File: config.mk
export PLATFORM = sky130hd
export DESIGN_NAME = rasst_ctrl
export DESIGN_NICKNAME = d
export VERILOG_FILES = /design/src/hw/rtl/rasst_pkg.sv /design/src/hw/rtl/rasst_ctrl.sv
export SDC_FILE = /design/constraint.sdc
export NUM_CORES = 1
export LEC_CHECK = 0
export BUFFER_PORTS_ARGS = -buffer_cell sky130_fd_sc_hd__buf_2
export CAP_MARGIN = 20
export CORE_MARGIN = 3
export CORE_UTILIZATION = 57
export CTS_BUF_LIST = sky130_fd_sc_hd__clkbuf_4 sky130_fd_sc_hd__clkbuf_8
export DETAILED_ROUTE_END_ITERATION = 10
export PLACE_DENSITY = 0.83
export REMOVE_ABC_BUFFERS = 1
export SYNTH_ARGS = -nofsm -noshare
export SYNTH_HDL_FRONTEND = slang
export SYNTH_SLANG_ARGS = --single-unit
File: constraint.sdc
create_clock -name clk_i -period 3.49 [get_ports clk_i]
set_clock_uncertainty 0.2 [all_clocks]
set_input_delay 0.698 -clock clk_i [delete_from_list [all_inputs] [get_ports clk_i]]
set_output_delay 0.698 -clock clk_i [all_outputs]
set_load 0.01 [all_outputs]
File: src/hw/rtl/rasst_pkg.sv
package rasst_pkg;

  localparam int unsigned SumW           = 26;
  localparam int unsigned TagW           = 16;
  localparam int unsigned FieldW         = 11;
  localparam int unsigned CfgW           = 11;
  localparam int unsigned MaxElementsDef = 1024;
  localparam logic [CfgW-1:0] ActiveSizeRst = CfgW'(1024);

  typedef struct packed {
    logic            pend;
    logic [TagW-1:0] tag;
    logic [SumW-1:0] sum;
  } node_word_t;

  typedef enum logic [2:0] {
    WR_NONE,
    WR_CLEAR,
    WR_COVER,
    WR_UNTAG,
    WR_PUSH_L,
    WR_PUSH_R,
    WR_COMB
  } wr_sel_e;

  typedef enum logic [1:0] {
    RD_NONE,
    RD_TOP,
    RD_LC,
    RD_RC
  } rd_sel_e;

  typedef enum logic [2:0] {
    STK_NONE,
    STK_ROOT,
    STK_DESC,
    STK_RIGHT,
    STK_POP
  } stk_op_e;

  typedef struct packed {
    logic    clr_start;
    logic    req_load;
    wr_sel_e wr_sel;
    rd_sel_e rd_sel;
    stk_op_e stk_op;
    logic    acc_add;
    logic    lsum_load;
    logic    out_load;
  } cmd_t;

  typedef struct packed {
    logic req_ok;
    logic req_assign;
    logic full_cover;
    logic tag_valid;
    logic stk_empty;
    logic top_left;
    logic clr_last;
    logic out_free;
  } sts_t;

endpackage

File: src/hw/rtl/rasst_ctrl.sv
module rasst_ctrl import rasst_pkg::*; (
  input  logic clk_i,
  input  logic rst_ni,
  input  logic cfg_we_i,
  input  logic in_valid_i,
  input  sts_t sts_i,
  output cmd_t cmd_o,
  output logic in_stall_o
);

  typedef enum logic [11:0] {
    ST_IDLE   = 12'h001,
    ST_CLEAR  = 12'h002,
    ST_START  = 12'h004,
    ST_RD     = 12'h008,
    ST_EVAL   = 12'h010,
    ST_PUSH_L = 12'h020,
    ST_PUSH_R = 12'h040,
    ST_DESC   = 12'h080,
    ST_RET    = 12'h100,
    ST_CMB1   = 12'h200,
    ST_CMB2   = 12'h400,
    ST_FIN    = 12'h800
  } state_e;

  state_e state_q, state_d;

  always_comb begin
    cmd_o   = '0;
    state_d = state_q;
    unique case (state_q)
      ST_IDLE: begin
        if (in_valid_i) begin
          cmd_o.req_load = 1'b1;
          state_d        = ST_START;
        end
      end
      ST_CLEAR: begin
        cmd_o.wr_sel = WR_CLEAR;
        if (sts_i.clr_last) begin
          state_d = ST_IDLE;
        end
      end
      ST_START: begin
        if (!sts_i.req_ok) begin
          state_d = sts_i.req_assign ? ST_IDLE : ST_FIN;
        end else begin
          cmd_o.stk_op = STK_ROOT;
          state_d      = ST_RD;
        end
      end
      ST_RD: begin
        cmd_o.rd_sel = RD_TOP;
        state_d      = ST_EVAL;
      end
      ST_EVAL: begin
        if (sts_i.full_cover) begin
          if (sts_i.req_assign) begin
            cmd_o.wr_sel = WR_COVER;
          end else begin
            cmd_o.acc_add = 1'b1;
          end
          cmd_o.stk_op = STK_POP;
          state_d      = ST_RET;
        end else if (sts_i.tag_valid) begin
          // drop the tag here, hand it to both children next
          cmd_o.wr_sel = WR_UNTAG;
          state_d      = ST_PUSH_L;
        end else begin
          state_d = ST_DESC;
        end
      end
      ST_PUSH_L: begin
        cmd_o.wr_sel = WR_PUSH_L;
        state_d      = ST_PUSH_R;
      end
      ST_PUSH_R: begin
        cmd_o.wr_sel = WR_PUSH_R;
        state_d      = ST_DESC;
      end
      ST_DESC: begin
        cmd_o.stk_op = STK_DESC;
        state_d      = ST_RD;
      end
      ST_RET: begin
        if (sts_i.stk_empty) begin
          state_d = sts_i.req_assign ? ST_IDLE : ST_FIN;
        end else if (sts_i.top_left) begin
          cmd_o.stk_op = STK_RIGHT;
          state_d      = ST_RD;
        end else if (sts_i.req_assign) begin
          // rebuild the parent sum from both children
          cmd_o.rd_sel = RD_LC;
          state_d      = ST_CMB1;
        end else begin
          cmd_o.stk_op = STK_POP;
          state_d      = ST_RET;
        end
      end
      ST_CMB1: begin
        cmd_o.lsum_load = 1'b1;
        cmd_o.rd_sel    = RD_RC;
        state_d         = ST_CMB2;
      end
      ST_CMB2: begin
        cmd_o.wr_sel = WR_COMB;
        cmd_o.stk_op = STK_POP;
        state_d      = ST_RET;
      end
      ST_FIN: begin
        if (sts_i.out_free) begin
          cmd_o.out_load = 1'b1;
          state_d        = ST_IDLE;
        end
      end
      default: state_d = ST_IDLE;
    endcase
    // a size change reshapes the tree: restart the clearing sweep
    if (cfg_we_i) begin
      cmd_o.clr_start = 1'b1;
      cmd_o.wr_sel    = WR_NONE;
      state_d         = ST_CLEAR;
    end
  end

  always_ff @(posedge clk_i or negedge rst_ni) begin
    if (!rst_ni) begin
      state_q <= ST_CLEAR;
    end else begin
      state_q <= state_d;
    end
  end

  assign in_stall_o = (state_q != ST_IDLE);

endmodule

* Word level (Yosys, flattened, before mapping) *
Cells that the tools add are included.

cells by class
  eq/ne operators = 16
  multiplexer cells = 34
  reduce and logical (&&, ||, !) cells = 1

operator list
  cell                  count
  $pmux 12 s12          1
  $mux 12               9
  $pmux 3 s5            2
  $eq 12x1->1 const B   1
  $eq 12x10->1 const B  1
  $eq 12x11->1 const B  1
  $eq 12x12->1 const B  1
  $eq 12x2->1 const B   1
  $eq 12x3->1 const B   1
  $eq 12x4->1 const B   1
  $eq 12x5->1 const B   1
  $eq 12x6->1 const B   1
  $eq 12x7->1 const B   1
  $eq 12x8->1 const B   1
  $eq 12x9->1 const B   1
  $mux 3                4
  $ne 12x1->1 const B   1
  $mux 10               1
  $mux 1                9
  $ne 3x3->1 const B    3
  $mux 2                4
  $mux 8                1
  $pmux 2 s3            1
  $mux 5                1
  2 further kinds       2

storage, ports and cells
  register bits after elaboration = 12
  output and inout port bits = 14

* Logic depth before layout (Yosys ltp) *
Gate-level depths: netlist of run 1.

  depth in word-level cells = 5
  mapped depth = 7
  depth with buffers taken out = 5

* Worst setup path before layout of run 1 *
OpenSTA, ideal clock, no wires.

  path type = flip-flop to output port
  start = register state_q[0]
  end = output cmd_o[8] (netlist bit)
  arrival time = 1904 ps
  slack = 688 ps
  stages on the path, launching flop included = 8
  buffers on the path = 2
  cell sequence = dfrtp_1 buf_6 or4_1 buf_4 nor2_1 nand3_1 or2_2 a31oi_1

RTL lines
  element                 RTL line           source
  from (decl)             rasst_ctrl.sv:26   state_e state_q, state_d;
  from (signal assigned)  rasst_ctrl.sv:130  state_q <= state_d;
  to (decl)               rasst_ctrl.sv:7    output cmd_t cmd_o,

==> results of run 1 <==
cell usage after synthesis, drive strengths merged:
| cell | count | area share [%] |
|---|---|---|
| nor2 | 17 | 6.3 |
| dfrtp | 11 | 27 |
| nand2 | 10 | 4.0 |
| inv | 6 | 2.2 |
| nor4 | 6 | 8.2 |
| and3 | 5 | 3.1 |
| buf | 5 | 3.6 |
| nand4 | 5 | 3.1 |
| nor3 | 4 | 3.1 |
| nor4b | 4 | 5.0 |
| or4 | 4 | 3.7 |
| a21oi | 3 | 1.9 |
| nand3 | 3 | 1.5 |
| nand4b | 3 | 2.6 |
| xor2 | 3 | 2.6 |
| a31oi | 2 | 2.7 |
| a41o | 2 | 2.0 |
| nor2b | 2 | 1.5 |
| a211o | 1 | 0.99 |
| a211oi | 1 | 0.74 |
| a21boi | 1 | 0.74 |
| a31o | 1 | 1.7 |
| clkbuf | 1 | 0.37 |
| dfstp | 1 | 2.6 |
| nand2b | 1 | 0.62 |
| nand3b | 1 | 0.74 |
| nor3b | 1 | 1.2 |
| o2111ai | 1 | 1.5 |
| o21ai | 1 | 0.50 |
| or2 | 1 | 0.62 |
| or3 | 1 | 0.62 |
| or3b | 1 | 0.87 |
| or4b | 1 | 0.99 |
| xnor2 | 1 | 0.87 |
worst max-delay path, stage by stage, from the launching register on:
cell and delay [ns]:
dfrtp_1 0.47, or4_1 0.74, nor2_1 0.20, nand3_1 0.12
or2_2 0.33, a31oi_1 0.16, buf_2 0.15
power groups by stage:
stage / Sequential (W) / Combinational [W] / Clock (W)
after floorplan: 0.000149 / 0.0000308 / 0
after CTS: 0.000148 / 0.0000529 / 0.000115
final: 0.000148 / 0.0000536 / 0.000114
after global routing: 0.000149 / 0.0000589 / 0.000121
after global placement: 0.000150 / 0.0000511 / 0
after detailed placement: 0.000151 / 0.0000523 / 0
layout by cell type, fill, tap and decap left out, types with 2 or more instances in the layout:
master,instances
nand4_1,5
or4_1,2
nor4_1,3
nand2_1,9
nor2_1,17
a41o_1,2
nand3_1,3
and3_1,5
inv_1,6
dfrtp_1,11
xor2_1,3
or4_4,2
nor4_4,3
nor4b_1,3
a21oi_1,2
clkbuf_4,3
buf_2,25
nand4b_1,3
nor3_1,3
how the worst max path moves through the flow:
stage / from / end / slack [ns]
final: state_q[0] / cmd_o[8] / 0.15
after global routing: state_q[0] / cmd_o[8] / 0.04
after CTS: state_q[0] / cmd_o[8] / 0.15
after detailed placement: state_q[0] / cmd_o[8] / 0.48
after global placement: state_q[0] / cmd_o[8] / 0.53
after floorplan: state_q[0] / cmd_o[8] / 0.65
area by class of cell:
type	count	area, um2	area share (%)
Clock buffer	4	36.3	3.13
Inverter	6	22.5	1.94
Multi-Input combinational cell	87	646	55.6
Sequential cell	12	302	26.0
Tap cell	24	30.0	2.59
Timing Repair Buffer	25	125	10.8
per-stage QoR:
stage / total power [W] / hold WS (ns)
detailed placement: 0.000203 / 0.397
global placement: 0.000201 / 0.388
CTS: 0.000316 / 0.0932
global route: 0.000329 / 0.0949
finish: 0.000316 / 0.0844
floorplan: 0.000180 / 0.202
metal layers:
| layer | wire [um] | up-vias | part of all wire [%] |
|---|---|---|---|
| met5 | 0 | - | 0 |
| met1 | 1100 | 471 | 39 |
| met2 | 1350 | 57 | 48 |
| li1 | - | 460 | - |
| met3 | 263 | 14 | 9.4 |
| met4 | 79 | 0 | 2.8 |
kinds of logic (layout without fill, tap and decap cells):
logic type | count (synthesis) | in the layout | share of synthesized area, %
compound gates | 13 | 13 | 12.8
simple gates | 70 | 70 | 47.7
buf+inv | 12 | 35 | 6.19
flops | 12 | 12 | 29.9
xor+xnor | 4 | 4 | 3.47
==> qor.yml, run 1 <==
outcome:
  status: "finished, final reports clean"
cells_and_area:
  drive_gt1_share_pct: 35.8
  n_fill_cell: 117
  areaGrowthSynthToFinish_pct: 15.0
  fin_cells: 158
  top_regs: "state_q: 12 flops"
  regMostFlops: "state_q"
  largest_reg_flops: 12
  diodes: 0
  finalCoreUtilization_pct: 72.8
  fin_area_um2: 1160
  nets: 147
worst_setup_path:
  critPathLaunchType: "register"
  crit_fanout: 8
  r2r-end: "state_q[6]"
  criticalPathCategory: "reg -> out"
  crit_arrival_ns: 2.45
  regToRegSetupSlack_ns: 1.10
  required_ns: 2.59
  reg2reg_from: "state_q[0]"
  endpoint_kind: "output pin"
  reg2regPathDepth: 5
die:
  std_cell_rows: 14
  die-width_um: 48.1
  io_pins: 26
  die-area_um2: 2310
  die_height_um: 48.1
  initial_core_util_pct: 63.3
  core_um2: 1590
placement:
  place_congestion: 0.911
  dpl_cell_area_um2: 1120
  placed_cells: 154
  portBuffers: 25
  dp_hpwl_um: 2100
  pre_cts_slack_ns: 0.478
global_routing:
  grt_pass1_vias: 933
  grtUsageMet2_pct: 43.8
  antenna_found_initial: 0
  top_usage_layer: "met2"
  grt_util_met3_pct: 5.17
  track_usage_pct: 28.2
  grt_pass1_wl_um: 4310
  grt_overflow: 0
  grt.met1_usage_pct: 37.9
  grt_max_degree: 13
timing:
  finalSetupTns_ns: 0
  period_minus_slack_ns: 3.34
  fmax_ghz: 0.299
  finalHoldViolations: 0
  setup_violations: 0
  min_period_over_period_pct: 95.8
  slew_headroom_pct: 65.4
  final-max-slew-violation-count: 0
  worst_pin_slew_ns: 0.515
  rsz0062_at_grt: "false"
  setup_slack_ns: 0.146
clock_tree:
  ctsHoldBuffers: 0
  cts_max_level: 1
  cts_sinks: 12
  cts_tree: "done"
  cts_resized: 0
  root_buffer: "clkbuf_4"
  cts_max_path_buffers: 2
  cts_buffers: 3
  clk_latency_ns: 0.28
  cts_setup_buffers: 0
  clk_pin_slew_ns: 0.08
power:
  pwr-share-comb_pct: 17.0
  p_switching_w: 0.0000883
  p_leak_nw: 0.582
  intPower_w: 0.000227
  p_clk_share_pct: 36.0
  worst_ir_drop_vdd_mv: 0.249
  power_density_nw_per_um2: 272
  p_sw_share_pct: 28.0
  p_seq_share_pct: 47.0
drt:
  wirelength_um: 2800
  drc: 0
  detail_route.wl_per_cell_um: 17.7
  first_iter_violations: 68
  vias: 1002
  vias_per_cell: 6.34
  antenna_left: 0
  dr.pass1.iters: 4
synth:
  syn_area_per_cell_um2: 9.10
  synthCells: 111
  synth.distinct_cells: 44
  ys_seq_area_share_pct: 29.9
  netlist_area_um2: 1010
  ys_ff_latch: 12
  ys.warnings.count: 0
run:
  maxCapViolCount: 0
worst_hold_path:
  min_path_type: "in -> async"
(Power assumes the default switching activity.)
==> run 2: changes to the inputs <==
Settings changed: CELL_PAD_IN_SITES_DETAIL_PLACEMENT set to 1, CELL_PAD_IN_SITES_GLOBAL_PLACEMENT set to 2, CORE_UTILIZATION 57 to 35, PLACE_DENSITY 0.83 to 0.85.
==> qor.yml, run 2 (synthesis gave the netlist of run 1 again) <==
die:
  io_pins: 26
  die-area_um2: 3570
  die-width_um: 59.7
  core_um2: 2610
  die_height_um: 59.7
  initial_core_util_pct: 38.6
  std_cell_rows: 18
worst_setup_path:
  cp_num_buf_inv: 1
  endpoint_kind: "output pin"
  cp.depth: 6
  timing.critical_path.cells: "or4_1 > nor2_1 > nand3_1 > or2_2 > a31oi_1 > buf_2"
  crit_slowest_cell: "or4_1"
  critPathLaunchType: "register"
  required_ns: 2.59
  criticalPathCategory: "reg -> out"
  crit_family: "simple AND/OR/NAND/NOR gates"
  reg2regPathDepth: 5
  crit_fanout: 8
  slowest_delay_ns: 0.73
  crit_arrival_ns: 2.42
cells_and_area:
  diodes: 0
  fin_area_um2: 1170
  fin_cells: 164
  drive_gt1_share_pct: 35.8
  nets: 147
  top_regs: "state_q: 12 flops"
  areaGrowthSynthToFinish_pct: 15.7
  final_cell_mix: "buf_2, nor2_1, dfrtp_1"
  n_fill_cell: 325
  regMostFlops: "state_q"
  final_common_cell: "buf_2"
  largest_reg_flops: 12
clock_tree:
  clk_latency_ns: 0.28
  cts_resized: 0
  cts_max_path_buffers: 2
  cts_setup_buffers: 0
  clk_pin_slew_ns: 0.09
  ctsHoldBuffers: 0
  cts_max_level: 1
  root_buffer: "clkbuf_4"
  cts_sinks: 12
  cts_tree: "done"
  cts_buffers: 3
placement:
  dpl_cell_area_um2: 1130
  portBuffers: 25
  dp_hpwl_um: 2380
  placed_cells: 160
  place_congestion: 0.811
global_routing:
  track_usage_pct: 19.1
  antenna_found_initial: 0
  grt_pass1_vias: 1016
  grt_pass1_wl_um: 5080
  grt_max_degree: 13
  grt_overflow: 0
timing:
  rsz0062_at_grt: "false"
  min_period_over_period_pct: 95.0
  fmax_ghz: 0.302
  finalSetupTns_ns: 0
  setup_violations: 0
  slew_headroom_pct: 63.9
  finalHoldViolations: 0
  worst_pin_slew_ns: 0.537
  holdWs_ns: 0.0920
  period_minus_slack_ns: 3.32
  final-max-slew-violation-count: 0
drt:
  vias_per_cell: 5.76
  vias: 944
  dr.pass1.iters: 4
  wirelength_um: 2970
  drc: 0
  first_iter_violations: 52
  antenna_left: 0
  detail_route.wl_per_cell_um: 18.1
worst_hold_path:
  min_path_type: "in -> async"
run:
  maxCapViolCount: 0
outcome:
  status: "finished, final reports clean"
power:
  p_leak_nw: 0.582
  power_density_nw_per_um2: 271
  worst_ir_drop_vdd_mv: 0.187
==> run 2: final timing paths <==
path,startpoint,slack [ns],end
worst max-delay path,state_q[0],0.17,cmd_o[8]
worst min-delay path,rst_ni,0.09,state_q[3]
worst max register to register,state_q[8],1.08,state_q[3]
worst min register to register,state_q[3],0.52,state_q[4]
max in group asynchronous,rst_ni,2.72,state_q[1]
min in group clk_i,cfg_we_i,0.46,state_q[11]
==> run 2: metal layers <==
layer | wire, um | global-route usage (%)
met3 | 87 | 4.10
met2 | 1440 | 30.9
met1 | 1430 | 26.4
met4 | 18 | 3.48
met5 | 0 | 0
==> run 2: through the flow <==
| step | total power (W) | worst slack [ns] | utilization (%) |
|---|---|---|---|
| 6_report | 0.000317 | 0.174 | 44.7 |
| 5_1_grt | 0.000341 | 0.0132 | 44.7 |
| 4_1_cts | 0.000324 | 0.160 | 44.7 |
| 3_5_place_dp | 0.000205 | 0.473 | 43.3 |
| 3_3_place_gp | 0.000203 | 0.520 | 43.3 |
| 2_1_floorplan | 0.000180 | 0.651 | - |
==> run 2: cell type report <==
cell class,count,area (um2),area share [%]
multi-input combinational,87,646,55.2
sequential,12,302,25.8
timing repair buffer,25,125,10.7
tap,30,37.5,3.21
clock buffer,4,36.3,3.10
inverter,6,22.5,1.93
==> run 2: where the power goes <==
| part | total [W] | internal [W] | switching [W] |
|---|---|---|---|
| clock | 0.000115 | 0.0000634 | 0.0000515 |
| sequential | 0.000148 | 0.000142 | 0.00000584 |
| combinational | 0.0000537 | 0.0000214 | 0.0000323 |
==> run 3: changes to the inputs <==
Settings changed: CORE_ASPECT_RATIO set to 1.4, SETUP_SLACK_MARGIN set to 0.3.
==> qor.yml, run 3 (synthesis gave the netlist of run 1 again) <==
timing:
  setup_violations: 0
  fmax_ghz: 0.323
  final-max-slew-violation-count: 0
  worst_pin_slew_ns: 0.576
  finalSetupTns_ns: 0
  period_minus_slack_ns: 3.09
  finalHoldViolations: 0
  rsz0062_at_grt: "false"
  min_period_over_period_pct: 88.7
  slew_headroom_pct: 61.1
  holdWs_ns: 0.0671
drt:
  antenna_left: 0
  wirelength_um: 3170
  detail_route.wl_per_cell_um: 17.7
  first_iter_violations: 14
  vias_per_cell: 5.72
  dr.pass1.iters: 4
  vias: 1023
  drc: 0
clock_tree:
  cts_buffers: 3
  cts_max_level: 1
  cts_sinks: 12
  root_buffer: "clkbuf_4"
  cts_tree: "done"
  clk_pin_slew_ns: 0.09
  cts_max_path_buffers: 2
  ctsHoldBuffers: 0
  clk_latency_ns: 0.30
power:
  p_leak_nw: 0.620
  power_w: 0.000334
  power_density_nw_per_um2: 260
  worst_ir_drop_vdd_mv: 0.135
cells_and_area:
  regMostFlops: "state_q"
  top_regs: "state_q: 12 flops"
  drive_gt1_share_pct: 50.3
  diodes: 0
  finalCoreUtilization_pct: 47.7
  fin_area_um2: 1290
  final_cell_mix: "buf_2, nor2_1, nand2_1, buf_4, dfrtp_2"
  final_common_cell: "buf_2"
  n_fill_cell: 355
  areaGrowthSynthToFinish_pct: 27.4
  largest_reg_flops: 12
  nets: 156
global_routing:
  grt_pass1_wl_um: 5170
  grt_max_degree: 13
  grt_overflow: 0
  antenna_found_initial: 0
  track_usage_pct: 19.3
  grt_pass1_vias: 1083
placement:
  dp_hpwl_um: 2350
  dpl_cell_area_um2: 1140
  place_congestion: 0.823
  portBuffers: 25
die:
  io_pins: 26
  initial_core_util_pct: 37.4
  die_height_um: 69.6
  std_cell_rows: 22
  core_um2: 2700
  die-area_um2: 3570
  die-width_um: 51.4
worst_setup_path:
  slowest_delay_ns: 0.57
  crit_fanout: 4
  required_ns: 2.59
  crit_arrival_ns: 2.20
  critPathLaunchType: "register"
  timing.critical_path.cells: "or4_4 > buf_4 > nor4_4 > nor3b_2 > a211o_2 > buf_2"
  criticalPathCategory: "reg -> out"
  crit_slowest_cell: "or4_4"
  endpoint_kind: "output pin"
worst_hold_path:
  min_path_type: "in -> async"
run:
  maxCapViolCount: 0
outcome:
  status: "finished, final reports clean"
run 3: changes by cell type in the layout (fill, tap and decap cells not counted), sizes merged:
cell / change
buf: +9
run 3: final cells by class:
| cell class | count | area (um2) | area share [%] |
|---|---|---|---|
| multi-input combinational | 87 | 677 | 52.6 |
| sequential | 12 | 313 | 24.3 |
| timing repair buffer | 34 | 193 | 15.0 |
| tap | 36 | 45.0 | 3.50 |
| clock buffer | 4 | 36.3 | 2.82 |
| inverter | 6 | 22.5 | 1.75 |
run 3: critical path, delay by kind of cell, from the launching register on:
kind | cells | cell delay [ns]
buffers and inverters | 2 | 0.31
DFF | 1 | 0.41
AOI/OAI and AO/OA | 1 | 0.12
and+or+nand+nor | 3 | 1.07
run 3: power breakdown:
| group | internal, W | switching, W | total (W) | leakage (nW) |
|---|---|---|---|---|
| sequential | 0.000143 | 0.00000394 | 0.000147 | 0.148 |
| clock | 0.0000637 | 0.0000587 | 0.000122 | 0.0210 |
| combinational | 0.0000273 | 0.0000374 | 0.0000647 | 0.451 |
| total | 0.000234 | 0.000100 | 0.000334 | 0.620 |
run 3: worst paths after layout:
| kind | startpoint | to | slack [ns] | cells past startpoint |
|---|---|---|---|---|
| worst max-delay path | state_q[0] | cmd_o[5] | 0.40 | 6 |
| worst min-delay path | rst_ni | state_q[0] | 0.07 | 1 |
| worst max register to register | state_q[8] | state_q[3] | 1.04 | 6 |
| worst min register to register | state_q[3] | state_q[2] | 0.48 | 3 |
| max in group asynchronous | rst_ni | state_q[1] | 2.75 | 1 |
| min in group clk_i | cfg_we_i | state_q[11] | 0.44 | 2 |
run 3: routing by layer:
layer  up-vias  global-route usage [%]  part of all wire, %
met5         -                       0                    0
met4         0                    10.5                  3.0
met3         9                    2.58                  2.6
met2        20                    34.4                   58
met1       512                    21.1                   37
li1        482                       -                    -
run 3: repair_timing:
item	in CTS	in global routing
setup endpoints to repair	4	4
pin swaps	1	3
setup buffers	3	6
gates resized for setup	5	12
run 3: metrics by stage:
step                worst slack [ns]  instances
floorplan                      0.651        105
global placement               0.511        166
detailed placement             0.386        166
CTS                            0.301        173
global route                   0.307        179
finish                         0.395        179
